## src/sv/beep_dialog_slot_table_defines.svh

```systemverilog
// Assertion helpers for the dialog slot table.
`ifndef BEEP_DIALOG_SLOT_TABLE_DEFINES_SVH
`define BEEP_DIALOG_SLOT_TABLE_DEFINES_SVH

// Same-cycle implication, checked out of reset.
`define BDST_ASSERT_NOW(label, ante, cons, msg) \
   label: assert property (@(posedge clock) disable iff (reset) (ante) |-> (cons)) \
      else $error(msg);

// Next-cycle implication, checked out of reset.
`define BDST_ASSERT_NEXT(label, ante, cons, msg) \
   label: assert property (@(posedge clock) disable iff (reset) (ante) |=> (cons)) \
      else $error(msg);

`endif

```

## src/sv/bdst_pkg.sv

```systemverilog
`default_nettype none
package bdst_pkg;
   localparam int KEY_W     = 64;
   localparam int PEER_W    = 16;
   localparam int CRED_W    = 4;
   localparam int TMO_W     = 16;
   localparam int LIMIT_W   = 4;
   localparam int IDX_W     = 3;
   localparam int CSR_IDX_W = 2;

   localparam logic [CSR_IDX_W-1:0] CSR_TIMEOUT = 2'd0;
   localparam logic [CSR_IDX_W-1:0] CSR_RETRY   = 2'd1;
   localparam logic [CSR_IDX_W-1:0] CSR_LIMIT   = 2'd2;

   localparam logic [LIMIT_W-1:0] RETRY_MAX = 4'd15;

   typedef enum logic [1:0] {REQ_BEEP, REQ_OK, REQ_FAIL, REQ_TICK} req_kind_type;
   typedef enum logic [1:0] {MTH_INVITE, MTH_BYE, MTH_CANCEL, MTH_OTHER} method_type;
   typedef enum logic [1:0] {PH_FREE, PH_INVITE, PH_CANCEL, PH_BYE} phase_type;
   typedef enum logic [2:0] {K_INVITE, K_ACK, K_BYE, K_CANCEL, K_STATUS} kind_type;
   typedef enum logic [1:0] {ST_HANDLED, ST_NO_MATCH, ST_FULL, ST_SHORT} status_type;
   typedef enum logic [1:0] {FSM_IDLE, FSM_SCAN, FSM_RESP, FSM_FINAL} fsm_type;

   typedef struct packed {
      logic        accept;
      logic        ptr_clr;
      logic        ptr_inc;
      logic        push;
      kind_type    kind;
      status_type  status;
      logic        last;
      logic        has_slot;
      logic        take;
      logic        set_phase;
      phase_type   phase_val;
      logic        set_deadline;
      logic        dl_retry;
      logic        set_retries;
      logic [LIMIT_W-1:0] retries_val;
      logic        credit_dec;
   } cmd_type;

   typedef struct packed {
      logic              req_valid;
      req_kind_type      req;
      method_type        method;
      logic [CRED_W-1:0] credits;
      phase_type         phase;
      logic              key_hit;
      logic              expired;
      logic [LIMIT_W-1:0] retries;
      logic [LIMIT_W-1:0] limit;
      logic              ptr_last;
      logic              out_free;
   } stat_type;
endpackage
`default_nettype wire

```

## src/sv/bdst_req_if.sv

```systemverilog
`default_nettype none
interface bdst_req_if;
   import bdst_pkg::*;
   logic               valid;
   logic               ready;
   logic [1:0]         req_type;
   logic [KEY_W-1:0]   call_key;
   logic [PEER_W-1:0]  peer_ref;
   logic [1:0]         cseq_method;
   logic [CRED_W-1:0]  msg_credits;
   modport source (output valid, req_type, call_key, peer_ref, cseq_method, msg_credits,
                   input ready);
   modport sink (input valid, req_type, call_key, peer_ref, cseq_method, msg_credits,
                 output ready);
endinterface
`default_nettype wire

```

## src/sv/bdst_rsp_if.sv

```systemverilog
`default_nettype none
interface bdst_rsp_if;
   import bdst_pkg::*;
   logic              valid;
   logic              ready;
   logic [2:0]        out_kind;
   logic [IDX_W-1:0]  slot_index;
   logic [KEY_W-1:0]  out_key;
   logic [PEER_W-1:0] out_peer;
   logic [1:0]        status;
   logic              last;
   modport source (output valid, out_kind, slot_index, out_key, out_peer, status, last,
                   input ready);
   modport sink (input valid, out_kind, slot_index, out_key, out_peer, status, last,
                 output ready);
endinterface
`default_nettype wire

```

## src/sv/bdst_csr_if.sv

```systemverilog
`default_nettype none
interface bdst_csr_if;
   import bdst_pkg::*;
   logic                 valid;
   logic                 ready;
   logic [CSR_IDX_W-1:0] index;
   logic [TMO_W-1:0]     data;
   modport source (output valid, index, data, input ready);
   modport sink (input valid, index, data, output ready);
endinterface
`default_nettype wire

```

## src/sv/beep_dialog_slot_table.sv

```systemverilog
// A request or response scans one slot per cycle until its slot is found or the table
// ends, then sends its words (1 to 3), one per cycle while the output is free; a tick
// walks all SLOTS slots, pausing for a waiting cancel word, then sends one status word.
// Throughput: one item at a time; next item accepted once the status word is queued.
// Reset: all slots free, time zero, timeout 5, retry delay 1, retry limit 5.
`default_nettype none
module beep_dialog_slot_table #(
   parameter int SLOTS     = 8,
   parameter int TIME_BITS = 32
) (
   input wire logic   clock,
   input wire logic   reset,
   bdst_req_if.sink   req_chan,
   bdst_rsp_if.source rsp_chan,
   bdst_csr_if.sink   csr_chan
);
   import bdst_pkg::*;

   cmd_type  cmd;
   stat_type stat;

   bdst_ctrl u_ctrl (
      .clock (clock),
      .reset (reset),
      .stat  (stat),
      .cmd   (cmd)
   );

   bdst_datapath #(
      .SLOTS     (SLOTS),
      .TIME_BITS (TIME_BITS)
   ) u_datapath (
      .clock    (clock),
      .reset    (reset),
      .req_chan (req_chan),
      .rsp_chan (rsp_chan),
      .csr_chan (csr_chan),
      .cmd      (cmd),
      .stat     (stat)
   );
endmodule
`default_nettype wire

```

## src/sv/bdst_datapath.sv

```systemverilog
`default_nettype none
module bdst_datapath #(
   parameter int SLOTS     = 8,
   parameter int TIME_BITS = 32
) (
   input  wire logic         clock,
   input  wire logic         reset,
   bdst_req_if.sink          req_chan,
   bdst_rsp_if.source        rsp_chan,
   bdst_csr_if.sink          csr_chan,
   input  bdst_pkg::cmd_type cmd,
   output bdst_pkg::stat_type stat
);
   import bdst_pkg::*;

   localparam int PTR_W = (SLOTS > 1) ? $clog2(SLOTS) : 1;

   logic [TMO_W-1:0]     timeout_ff;
   logic [TMO_W-1:0]     retry_ff;
   logic [LIMIT_W-1:0]   limit_ff;
   logic [TIME_BITS-1:0] time_ff;

   req_kind_type         req_ff;
   logic [KEY_W-1:0]     key_ff;
   logic [PEER_W-1:0]    peer_ff;
   method_type           method_ff;
   logic [CRED_W-1:0]    credits_ff;
   logic [PTR_W-1:0]     ptr_ff;

   phase_type            phase_ff   [SLOTS];
   logic [KEY_W-1:0]     key_tab_ff [SLOTS];
   logic [PEER_W-1:0]    peer_tab_ff[SLOTS];
   logic [TIME_BITS-1:0] dl_tab_ff  [SLOTS];
   logic [LIMIT_W-1:0]   ret_tab_ff [SLOTS];

   logic                 rsp_valid_ff;
   logic [2:0]           rsp_kind_ff;
   logic [IDX_W-1:0]     rsp_idx_ff;
   logic [KEY_W-1:0]     rsp_key_ff;
   logic [PEER_W-1:0]    rsp_peer_ff;
   logic [1:0]           rsp_status_ff;
   logic                 rsp_last_ff;

   logic                 accept;
   logic [TIME_BITS-1:0] dl_tmo;
   logic [TIME_BITS-1:0] dl_retry;
   logic [TIME_BITS-1:0] age;

   assign accept   = req_chan.valid && cmd.accept;
   assign req_chan.ready = cmd.accept;
   assign csr_chan.ready = 1'b1;
   assign dl_tmo   = time_ff + TIME_BITS'(timeout_ff);
   assign dl_retry = time_ff + TIME_BITS'(retry_ff);
   // deadline passed when the wrapped age has its top bit clear
   assign age      = time_ff - dl_tab_ff[ptr_ff];

   always_ff @(posedge clock) begin
      if (reset) begin
         timeout_ff <= TMO_W'(5);
         retry_ff   <= TMO_W'(1);
         limit_ff   <= LIMIT_W'(5);
      end else if (csr_chan.valid) begin
         unique case (csr_chan.index)
            CSR_TIMEOUT: timeout_ff <= csr_chan.data;
            CSR_RETRY:   retry_ff   <= csr_chan.data;
            CSR_LIMIT:   limit_ff   <= csr_chan.data[LIMIT_W-1:0];
            default: ;
         endcase
      end
   end

   always_ff @(posedge clock) begin
      if (reset) begin
         time_ff <= '0;
      end else if (accept && req_kind_type'(req_chan.req_type) == REQ_TICK) begin
         time_ff <= time_ff + TIME_BITS'(1);
      end
   end

   always_ff @(posedge clock) begin
      if (accept) begin
         req_ff    <= req_kind_type'(req_chan.req_type);
         key_ff    <= req_chan.call_key;
         peer_ff   <= req_chan.peer_ref;
         method_ff <= method_type'(req_chan.cseq_method);
      end
   end

   always_ff @(posedge clock) begin
      if (accept) begin
         credits_ff <= req_chan.msg_credits;
      end else if (cmd.credit_dec) begin
         credits_ff <= credits_ff - CRED_W'(1);
      end
   end

   always_ff @(posedge clock) begin
      if (reset || cmd.ptr_clr) begin
         ptr_ff <= '0;
      end else if (cmd.ptr_inc) begin
         ptr_ff <= ptr_ff + PTR_W'(1);
      end
   end

   always_ff @(posedge clock) begin
      if (reset) begin
         for (int i = 0; i < SLOTS; i++) begin
            phase_ff[i]   <= PH_FREE;
            ret_tab_ff[i] <= '0;
         end
      end else if (cmd.take) begin
         phase_ff[ptr_ff]   <= PH_INVITE;
         ret_tab_ff[ptr_ff] <= '0;
      end else begin
         if (cmd.set_phase) begin
            phase_ff[ptr_ff] <= cmd.phase_val;
         end
         if (cmd.set_retries) begin
            ret_tab_ff[ptr_ff] <= cmd.retries_val;
         end
      end
   end

   always_ff @(posedge clock) begin
      if (cmd.take) begin
         key_tab_ff[ptr_ff]  <= key_ff;
         peer_tab_ff[ptr_ff] <= peer_ff;
         dl_tab_ff[ptr_ff]   <= dl_tmo;
      end else if (cmd.set_deadline) begin
         dl_tab_ff[ptr_ff]   <= cmd.dl_retry ? dl_retry : dl_tmo;
      end
   end

   always_ff @(posedge clock) begin
      if (reset) begin
         rsp_valid_ff <= 1'b0;
      end else if (cmd.push) begin
         rsp_valid_ff <= 1'b1;
      end else if (rsp_chan.ready) begin
         rsp_valid_ff <= 1'b0;
      end
   end

   always_ff @(posedge clock) begin
      if (cmd.push) begin
         rsp_kind_ff   <= cmd.kind;
         rsp_status_ff <= cmd.status;
         rsp_last_ff   <= cmd.last;
         rsp_idx_ff    <= cmd.has_slot ? IDX_W'(ptr_ff) : '0;
         rsp_key_ff    <= cmd.has_slot ? key_tab_ff[ptr_ff] : '0;
         rsp_peer_ff   <= cmd.has_slot ? peer_tab_ff[ptr_ff] : '0;
      end
   end

   assign rsp_chan.valid      = rsp_valid_ff;
   assign rsp_chan.out_kind   = rsp_kind_ff;
   assign rsp_chan.slot_index = rsp_idx_ff;
   assign rsp_chan.out_key    = rsp_key_ff;
   assign rsp_chan.out_peer   = rsp_peer_ff;
   assign rsp_chan.status     = rsp_status_ff;
   assign rsp_chan.last       = rsp_last_ff;

   always_comb begin
      stat.req_valid = req_chan.valid;
      stat.req       = req_ff;
      stat.method    = method_ff;
      stat.credits   = credits_ff;
      stat.phase     = phase_ff[ptr_ff];
      stat.key_hit   = key_tab_ff[ptr_ff] == key_ff;
      stat.expired   = !age[TIME_BITS-1];
      stat.retries   = ret_tab_ff[ptr_ff];
      stat.limit     = limit_ff;
      stat.ptr_last  = ptr_ff == PTR_W'(SLOTS - 1);
      stat.out_free  = !rsp_valid_ff || rsp_chan.ready;
   end
endmodule
`default_nettype wire

```

## src/sv/bdst_ctrl.sv

```systemverilog
`default_nettype none
`include "beep_dialog_slot_table_defines.svh"
module bdst_ctrl (
   input  wire logic          clock,
   input  wire logic          reset,
   input  bdst_pkg::stat_type stat,
   output bdst_pkg::cmd_type  cmd
);
   import bdst_pkg::*;

   fsm_type     state_ff, state_in;
   logic [1:0]  step_ff, step_in;
   status_type  code_ff, code_in;
   logic        short_ff, short_in;

   logic               advance;
   logic               done;
   logic               short_now;
   logic               is_inv;
   status_type         code_now;
   logic [LIMIT_W-1:0] ret_next;

   always_ff @(posedge clock) begin
      if (reset) begin
         state_ff <= FSM_IDLE;
         step_ff  <= '0;
         code_ff  <= ST_HANDLED;
         short_ff <= 1'b0;
      end else begin
         state_ff <= state_in;
         step_ff  <= step_in;
         code_ff  <= code_in;
         short_ff <= short_in;
      end
   end

   always_comb begin
      state_in  = state_ff;
      step_in   = step_ff;
      code_in   = code_ff;
      short_in  = short_ff;
      cmd       = '0;
      advance   = 1'b1;
      done      = 1'b0;
      short_now = 1'b0;
      code_now  = ST_HANDLED;
      ret_next  = (stat.retries == RETRY_MAX) ? RETRY_MAX : stat.retries + LIMIT_W'(1);
      is_inv    = stat.method == MTH_INVITE &&
                  (stat.phase == PH_INVITE || stat.phase == PH_CANCEL);

      unique case (state_ff)
         FSM_IDLE: begin
            cmd.accept = 1'b1;
            if (stat.req_valid) begin
               state_in    = FSM_SCAN;
               step_in     = '0;
               short_in    = 1'b0;
               cmd.ptr_clr = 1'b1;
            end
         end
         FSM_SCAN: begin
            unique case (stat.req) inside
               REQ_BEEP: begin
                  code_now = ST_FULL;
                  if (stat.phase == PH_FREE) begin
                     cmd.take = 1'b1;
                     advance  = 1'b0;
                     state_in = FSM_RESP;
                  end
               end
               REQ_OK, REQ_FAIL: begin
                  code_now = ST_NO_MATCH;
                  if (stat.phase != PH_FREE && stat.key_hit) begin
                     advance  = 1'b0;
                     state_in = FSM_RESP;
                  end
               end
               default: begin
                  if (stat.phase != PH_FREE && stat.expired) begin
                     if (stat.phase != PH_INVITE) begin
                        cmd.set_phase = 1'b1;
                        cmd.phase_val = PH_FREE;
                     end else if (stat.credits != '0) begin
                        if (stat.out_free) begin
                           cmd.push         = 1'b1;
                           cmd.kind         = K_CANCEL;
                           cmd.status       = ST_HANDLED;
                           cmd.has_slot     = 1'b1;
                           cmd.set_phase    = 1'b1;
                           cmd.phase_val    = PH_CANCEL;
                           cmd.set_deadline = 1'b1;
                           cmd.credit_dec   = 1'b1;
                        end else begin
                           advance = 1'b0;
                        end
                     end else begin
                        short_now       = 1'b1;
                        cmd.set_retries = 1'b1;
                        cmd.retries_val = ret_next;
                        if (ret_next < stat.limit) begin
                           cmd.set_deadline = 1'b1;
                           cmd.dl_retry     = 1'b1;
                        end else begin
                           cmd.set_phase = 1'b1;
                           cmd.phase_val = PH_FREE;
                        end
                     end
                  end
                  short_in = short_ff || short_now;
                  code_now = (short_ff || short_now) ? ST_SHORT : ST_HANDLED;
               end
            endcase
            if (advance) begin
               if (stat.ptr_last) begin
                  state_in = FSM_FINAL;
                  code_in  = code_now;
               end else begin
                  cmd.ptr_inc = 1'b1;
               end
            end
         end
         FSM_RESP: begin
            if (stat.out_free) begin
               cmd.push     = 1'b1;
               cmd.has_slot = 1'b1;
               cmd.kind     = K_STATUS;
               cmd.status   = ST_HANDLED;
               cmd.last     = 1'b1;
               done         = 1'b1;
               if (stat.req == REQ_BEEP) begin
                  if (stat.credits == '0) begin
                     cmd.status = ST_SHORT;
                  end else if (step_ff == 2'd0) begin
                     cmd.kind = K_INVITE;
                     cmd.last = 1'b0;
                     done     = 1'b0;
                  end
               end else if (is_inv && stat.req == REQ_OK) begin
                  // ack, then bye; phase moves to bye only once both went out
                  if (stat.credits == '0) begin
                     cmd.status = ST_SHORT;
                  end else if (step_ff == 2'd0) begin
                     cmd.kind       = K_ACK;
                     cmd.last       = 1'b0;
                     done           = 1'b0;
                     cmd.credit_dec = 1'b1;
                  end else if (step_ff == 2'd1) begin
                     cmd.kind = K_BYE;
                     cmd.last = 1'b0;
                     done     = 1'b0;
                  end else begin
                     cmd.set_phase    = 1'b1;
                     cmd.phase_val    = PH_BYE;
                     cmd.set_deadline = 1'b1;
                  end
               end else if (is_inv) begin
                  if (stat.credits == '0) begin
                     cmd.status = ST_SHORT;
                  end else if (step_ff == 2'd0) begin
                     cmd.kind = K_ACK;
                     cmd.last = 1'b0;
                     done     = 1'b0;
                  end else begin
                     cmd.set_phase = 1'b1;
                     cmd.phase_val = PH_FREE;
                  end
               end else if (stat.req == REQ_FAIL || stat.method == MTH_BYE) begin
                  cmd.set_phase = 1'b1;
                  cmd.phase_val = PH_FREE;
               end
               if (done) begin
                  state_in = FSM_IDLE;
               end else begin
                  step_in = step_ff + 2'd1;
               end
            end
         end
         FSM_FINAL: begin
            if (stat.out_free) begin
               cmd.push   = 1'b1;
               cmd.kind   = K_STATUS;
               cmd.status = code_ff;
               cmd.last   = 1'b1;
               state_in   = FSM_IDLE;
            end
         end
         default: state_in = FSM_IDLE;
      endcase
   end

   `BDST_ASSERT_NOW(a_push_room, cmd.push, stat.out_free, "word pushed over a pending word")
   `BDST_ASSERT_NOW(a_credit_avail, cmd.credit_dec, stat.credits != '0, "credit underflow")
   `BDST_ASSERT_NEXT(a_last_ends, cmd.push && cmd.last, state_ff == FSM_IDLE,
                     "final word did not end the item")
   `BDST_ASSERT_NOW(a_take_free, cmd.take, stat.phase == PH_FREE && state_ff == FSM_SCAN,
                    "busy slot taken")
endmodule
`default_nettype wire

```

## src/flat_wrapper.sv

```systemverilog
// flat-port wrapper written by rule: the top's interface ports become plain ports
module beep_dialog_slot_table_flat import bdst_pkg::*;
#(
   parameter int SLOTS     = 8,
   parameter int TIME_BITS = 32
)
  (clock, reset, req_chan_valid, req_chan_req_type, req_chan_call_key, req_chan_peer_ref, req_chan_cseq_method, req_chan_msg_credits, req_chan_ready, rsp_chan_valid, rsp_chan_out_kind, rsp_chan_slot_index, rsp_chan_out_key, rsp_chan_out_peer, rsp_chan_status, rsp_chan_last, rsp_chan_ready, csr_chan_valid, csr_chan_index, csr_chan_data, csr_chan_ready);
  bdst_req_if req_chan_i ();
  bdst_rsp_if rsp_chan_i ();
  bdst_csr_if csr_chan_i ();
  input wire logic clock;
  input wire logic reset;
  input wire logic [$bits(req_chan_i.valid)-1:0] req_chan_valid;
  input wire logic [$bits(req_chan_i.req_type)-1:0] req_chan_req_type;
  input wire logic [$bits(req_chan_i.call_key)-1:0] req_chan_call_key;
  input wire logic [$bits(req_chan_i.peer_ref)-1:0] req_chan_peer_ref;
  input wire logic [$bits(req_chan_i.cseq_method)-1:0] req_chan_cseq_method;
  input wire logic [$bits(req_chan_i.msg_credits)-1:0] req_chan_msg_credits;
  output wire logic [$bits(req_chan_i.ready)-1:0] req_chan_ready;
  output wire logic [$bits(rsp_chan_i.valid)-1:0] rsp_chan_valid;
  output wire logic [$bits(rsp_chan_i.out_kind)-1:0] rsp_chan_out_kind;
  output wire logic [$bits(rsp_chan_i.slot_index)-1:0] rsp_chan_slot_index;
  output wire logic [$bits(rsp_chan_i.out_key)-1:0] rsp_chan_out_key;
  output wire logic [$bits(rsp_chan_i.out_peer)-1:0] rsp_chan_out_peer;
  output wire logic [$bits(rsp_chan_i.status)-1:0] rsp_chan_status;
  output wire logic [$bits(rsp_chan_i.last)-1:0] rsp_chan_last;
  input wire logic [$bits(rsp_chan_i.ready)-1:0] rsp_chan_ready;
  input wire logic [$bits(csr_chan_i.valid)-1:0] csr_chan_valid;
  input wire logic [$bits(csr_chan_i.index)-1:0] csr_chan_index;
  input wire logic [$bits(csr_chan_i.data)-1:0] csr_chan_data;
  output wire logic [$bits(csr_chan_i.ready)-1:0] csr_chan_ready;
  assign req_chan_i.valid = req_chan_valid;
  assign req_chan_i.req_type = req_chan_req_type;
  assign req_chan_i.call_key = req_chan_call_key;
  assign req_chan_i.peer_ref = req_chan_peer_ref;
  assign req_chan_i.cseq_method = req_chan_cseq_method;
  assign req_chan_i.msg_credits = req_chan_msg_credits;
  assign req_chan_ready = req_chan_i.ready;
  assign rsp_chan_valid = rsp_chan_i.valid;
  assign rsp_chan_out_kind = rsp_chan_i.out_kind;
  assign rsp_chan_slot_index = rsp_chan_i.slot_index;
  assign rsp_chan_out_key = rsp_chan_i.out_key;
  assign rsp_chan_out_peer = rsp_chan_i.out_peer;
  assign rsp_chan_status = rsp_chan_i.status;
  assign rsp_chan_last = rsp_chan_i.last;
  assign rsp_chan_i.ready = rsp_chan_ready;
  assign csr_chan_i.valid = csr_chan_valid;
  assign csr_chan_i.index = csr_chan_index;
  assign csr_chan_i.data = csr_chan_data;
  assign csr_chan_ready = csr_chan_i.ready;
  beep_dialog_slot_table #(.SLOTS(SLOTS), .TIME_BITS(TIME_BITS)) u_core (.clock(clock), .reset(reset), .req_chan(req_chan_i), .rsp_chan(rsp_chan_i), .csr_chan(csr_chan_i));
endmodule
```

## config.mk

```make
export PLATFORM = sky130hd
export DESIGN_NAME = beep_dialog_slot_table_flat
export DESIGN_NICKNAME = d
export VERILOG_FILES = /design/src/sv/bdst_pkg.sv /design/src/sv/bdst_req_if.sv /design/src/sv/bdst_rsp_if.sv /design/src/sv/bdst_csr_if.sv /design/src/sv/beep_dialog_slot_table.sv /design/src/sv/bdst_datapath.sv /design/src/sv/bdst_ctrl.sv /design/src/flat_wrapper.sv
export VERILOG_INCLUDE_DIRS = /design/src /design/src/sv
export SDC_FILE = /design/constraint.sdc
export NUM_CORES = 1
export LEC_CHECK = 0
export BUFFER_PORTS_ARGS = -buffer_cell sky130_fd_sc_hd__buf_2
export CORE_ASPECT_RATIO = 0.9
export CORE_MARGIN = 1.5
export CORE_UTILIZATION = 55
export CTS_CLUSTER_DIAMETER = 200
export DETAILED_ROUTE_END_ITERATION = 8
export GPL_TIMING_DRIVEN = 0
export PLACE_DENSITY = 0.75
export SLEW_MARGIN = 30
export SYNTH_ARGS = -nofsm -noshare
export SYNTH_HDL_FRONTEND = slang
export SYNTH_SLANG_ARGS = --single-unit
```

## constraint.sdc

```tcl
create_clock -name clock -period 8.95 [get_ports clock]
set_input_delay 0.895 -clock clock [delete_from_list [all_inputs] [get_ports clock]]
set_output_delay 0.895 -clock clock [all_outputs]
set_load 0.05 [all_outputs]
```

==> impl_metrics.yaml <==
yosys:
  synth_compound_area_share_pct: 4.72
  combinational_family_with_the_most_area_after_synthesis: "multiplexers"
  synthesis.nets: 2987
  synthAdderAreaFrac_pct: 2.28
  netlist_instances: 2789
  simple_logic_cell_fraction_of_the_synthesized_area_pct: 5.13
  synth.avg_cell_area_um2: 17.3
  synth_seq_cells: 1203
  synth.top_cells.by_area: "sky130_fd_sc_hd__edfxtp_1, sky130_fd_sc_hd__mux4_2, sky130_fd_sc_hd__dfxtp_1"
  synth-seq-area-share_pct: 73.0
  synth_mux_area_share_pct: 11.3
  async_set_or_reset_register_ratio_after_synthesis_pct: 0
  synth_cell_types: 74
  synth-edff-count: 1121
  synth_area_um2: 48300
  synth-warning-count: 0
  synth_flop_type: "sky130_fd_sc_hd__edfxtp_1"
  synthDominantCellAreaShare_pct: 69.6
  synth_xor_xnor_area_share_pct: 2.14
  netlist.top_cell.by_area: "sky130_fd_sc_hd__edfxtp_1"
clock_network:
  cts_repair_resize_count: 0
  cts_hold_repair.buffers: 0
  cts.sinks: 1203
  cts_buffer_depth: 3
  postCtsSetupBuffers: 0
  cts_tree: "yes"
  cts_htree_levels: 3
  clock_insertion_delay_worst_skew_ns: 0.71
  clkSlewWorstSetupHoldPaths_ns: 0.06
  tritoncts.num_buffers: 113
  ctsRootBufferMaster: "sky130_fd_sc_hd__clkbuf_16"
placed_design:
  count_of_buffers_inserted_at_the_top_level_ports: 200
  dpl.cell_count: 4192
  routability_congestion_estimate_from_global_placement: 0.907
  placed_cell_area_um2: 52500
  dp_hpwl_um: 79900
  pre_cts_slack_ns: 1.23
sta:
  tightest_slew_ns: 1.04
  fin_worst_skew_ns: 0.0426
  fin_crit_sh_pct: 85.9
  final_max_slew_viol_count: 0
  hold-worst-slack_ns: 0.364
  final_critical_path_setup_slack_ns: 1.27
  final-setup-viol-count: 0
  maximum_clock_frequency_mhz: 130
  max_slew_margin_pct: 30.8
  setup-tns-final_ns: 0
  rsz_0062_raised_after_global_routing: "false"
  finalWorstPathRequiredPeriod_ns: 7.68
  finalHoldViolations: 0
floorplan:
  floorplan_row_count: 102
  die_height_um: 284
  floorplan.die.width_um: 316
  initial_utilization_pct: 55.9
  top_ports: 203
  floorplan.core_area_um2: 86500
  die_area_um2: 89700
power_and_ir_drop:
  ir_drop_worst_vdd_v: 0.000183
  power.static_leakage_nw: 19.0
  report.power.total_mw: 11.6
  power.density_cell_area_nw_per_um2: 207
hold_path:
  worstHoldPathType: "primary input to register"
final_layout:
  layout.cells.most_common_list: "sky130_fd_sc_hd__edfxtp_1, sky130_fd_sc_hd__buf_2, sky130_fd_sc_hd__nor2_1, sky130_fd_sc_hd__mux4_2, sky130_fd_sc_hd__mux2i_1"
  area_growth_pct: 16.2
  antenna_cells_inserted: 0
  layout-drive-gt1-share_pct: 21.6
  most_frequent_standard_cell_in_the_layout_excluding_fill_and_tap_cells: "sky130_fd_sc_hd__edfxtp_1"
  finish.net_count: 3361
  finish.utilization_pct: 64.9
  post_layout_nonfiller_instances: 4396
  final_cell_area_um2: 56200
worst_setup_path:
  crit_required_ns: 9.36
  crit_path_top_delay_cell: "sky130_fd_sc_hd__mux2i_2"
  crit_arrival_ns: 8.10
  worst-setup-path-type: "register to register"
  endpoint_kind: "register"
  cpPeakStageDelay_ns: 0.79
  crit_fanout: 10
  setup.worst_path.start_class: "register"
  path_cells: "buf_4 > buf_4 > buf_4 > buf_4 > buf_1 > clkbuf_1 > mux4_2 > mux2i_1 > ha_1 > a2111oi_2 > o21ai_1 > a31o_1 > a221o_1 > a31oi_2 > xor2_2 > nand4_1 > mux2i_2 > nor2_1 > xor2_1"
  cell_seen_most_often_among_critical_path_stages: "sky130_fd_sc_hd__buf_4"
global_routing:
  pin_count_of_the_biggest_net_entering_global_routing: 50
  grt_util_all_layers_pct: 26.8
  grt_antenna_before_repair: 5
  overflow: 0
  grt_pass1_wl_um: 177000
  first_global_vias: 27800
route:
  postRouteAntennaNets: 0
  drc: 0
  routed_via_count_divided_by_cell_count: 6.23
  vias: 27400
  wire_per_inst_um: 27.3
  routed_wirelength_um: 120000
  detailedRoute.firstIterationViolations: 3260
  detailedRoute.firstPassIterationCount: 5
outcome:
  status: "complete, no violations"
flow_run:
  max_cap_violations: 0
==> final timing paths <==
path                                         to  slack, ns                          start  cells past startpoint
min reg2reg       u_core.u_datapath.retry_ff[4]       0.46  u_core.u_datapath.retry_ff[4]                      2
max          u_core.u_datapath.dl_tab_ff[1][18]       1.27                       register                     19
max reg2reg  u_core.u_datapath.dl_tab_ff[1][18]       1.27                       register                     19
min                u_core.u_datapath.key_ff[30]       0.36          req_chan_call_key[30]                      1
==> area by class of cell <==
| type | instances | area [µm²] |
|---|---|---|
| inverter | 43 | 166 |
| multi-input combinational | 1431 | 12600 |
| sequential | 1203 | 35300 |
| clock inverter | 70 | 734 |
| timing repair buffer | 259 | 2500 |
| fill | 5727 | 30400 |
| tap | 1144 | 1430 |
| clock buffer | 134 | 2930 |
| buffer | 112 | 503 |
==> report_power, final <==
part           total (mW)  leakage, nW  switching (mW)  internal (mW)
clock                4.75         1.78            2.07           2.68
combinational       0.524         6.11           0.331          0.194
sequential           6.33         11.1          0.0923           6.24
total                11.6         19.0            2.49           9.12
==> per-layer routing <==
metal | routed length (µm) | track usage (%) | up-vias
li1 | - | - | 11700
met1 | 48200 | 38.2 | 13900
met2 | 56500 | 41.6 | 1532
met3 | 11900 | 5.87 | 207
met4 | 3370 | 8.44 | 6
met5 | 40 | 0 | -
==> sequential cells by signal, indices dropped and copies added (netlist names), 3 cells and up, named ones only <==
name                                   cells
u_core.u_datapath.key_tab_ff             512
u_core.u_datapath.dl_tab_ff              256
u_core.u_datapath.peer_tab_ff            128
u_core.u_datapath.key_ff                  64
u_core.u_datapath.rsp_chan.out_key        64
u_core.u_datapath.ret_tab_ff              32
u_core.u_datapath.time_ff                 32
u_core.u_datapath.peer_ff                 16
u_core.u_datapath.phase_ff                16
u_core.u_datapath.retry_ff                16
u_core.u_datapath.rsp_chan.out_peer       16
u_core.u_datapath.timeout_ff              16
u_core.u_datapath.credits_ff               4
u_core.u_datapath.limit_ff                 4
u_core.u_datapath.ptr_ff                   3
u_core.u_datapath.rsp_chan.out_kind        3
u_core.u_datapath.rsp_chan.slot_index      3
==> synthesized netlist by cell type, drive strengths merged (3+ instances only) <==
master      n
a21oi      91
xor2       78
a41oi       3
ha         85
buf        55
o31ai       5
dfxtp      82
o21ai      59
a31o        6
and2        3
a22oi      64
mux4      173
a22o       17
a221oi     17
nor3       32
or2         9
nor3b       3
nand4      28
edfxtp   1121
nand2     148
nand2b     12
a21boi      3
inv        41
and3        5
clkbuf     57
or3        17
nand3b      5
a2111oi     6
o21a       11
mux2i     153
mux2        5
nand3      26
nor4       10
nor2      235
xnor2      39
nor2b      11
o211ai      4
a31oi      23
a211o       4
a21o       12
a211oi      3
==> critical path, delay by kind of cell (launching register included) <==
family / cells / cell delay (ns)
buffers and inverters: 6 / 2.48
AOI/OAI and AO/OA: 5 / 1.31
adders and majority gates: 1 / 0.29
DFF: 1 / 0.33
muxes: 3 / 1.36
xor gates and xnor gates: 2 / 0.91
and+or+nand+nor: 2 / 0.68
==> logic make-up (layout without fill, tap and decap cells) <==
logic type,count (synthesis),after routing
flip-flops,1203,1203
AND/OR/NAND/NOR,551,551
AO/OA/AOI/OAI,344,344
multiplexers,331,331
buffers and inverters,155,618
XOR/XNOR,117,117
adder cells (fa/ha/maj),87,87
other,1,1
Power figures use the tool's default switching activity.
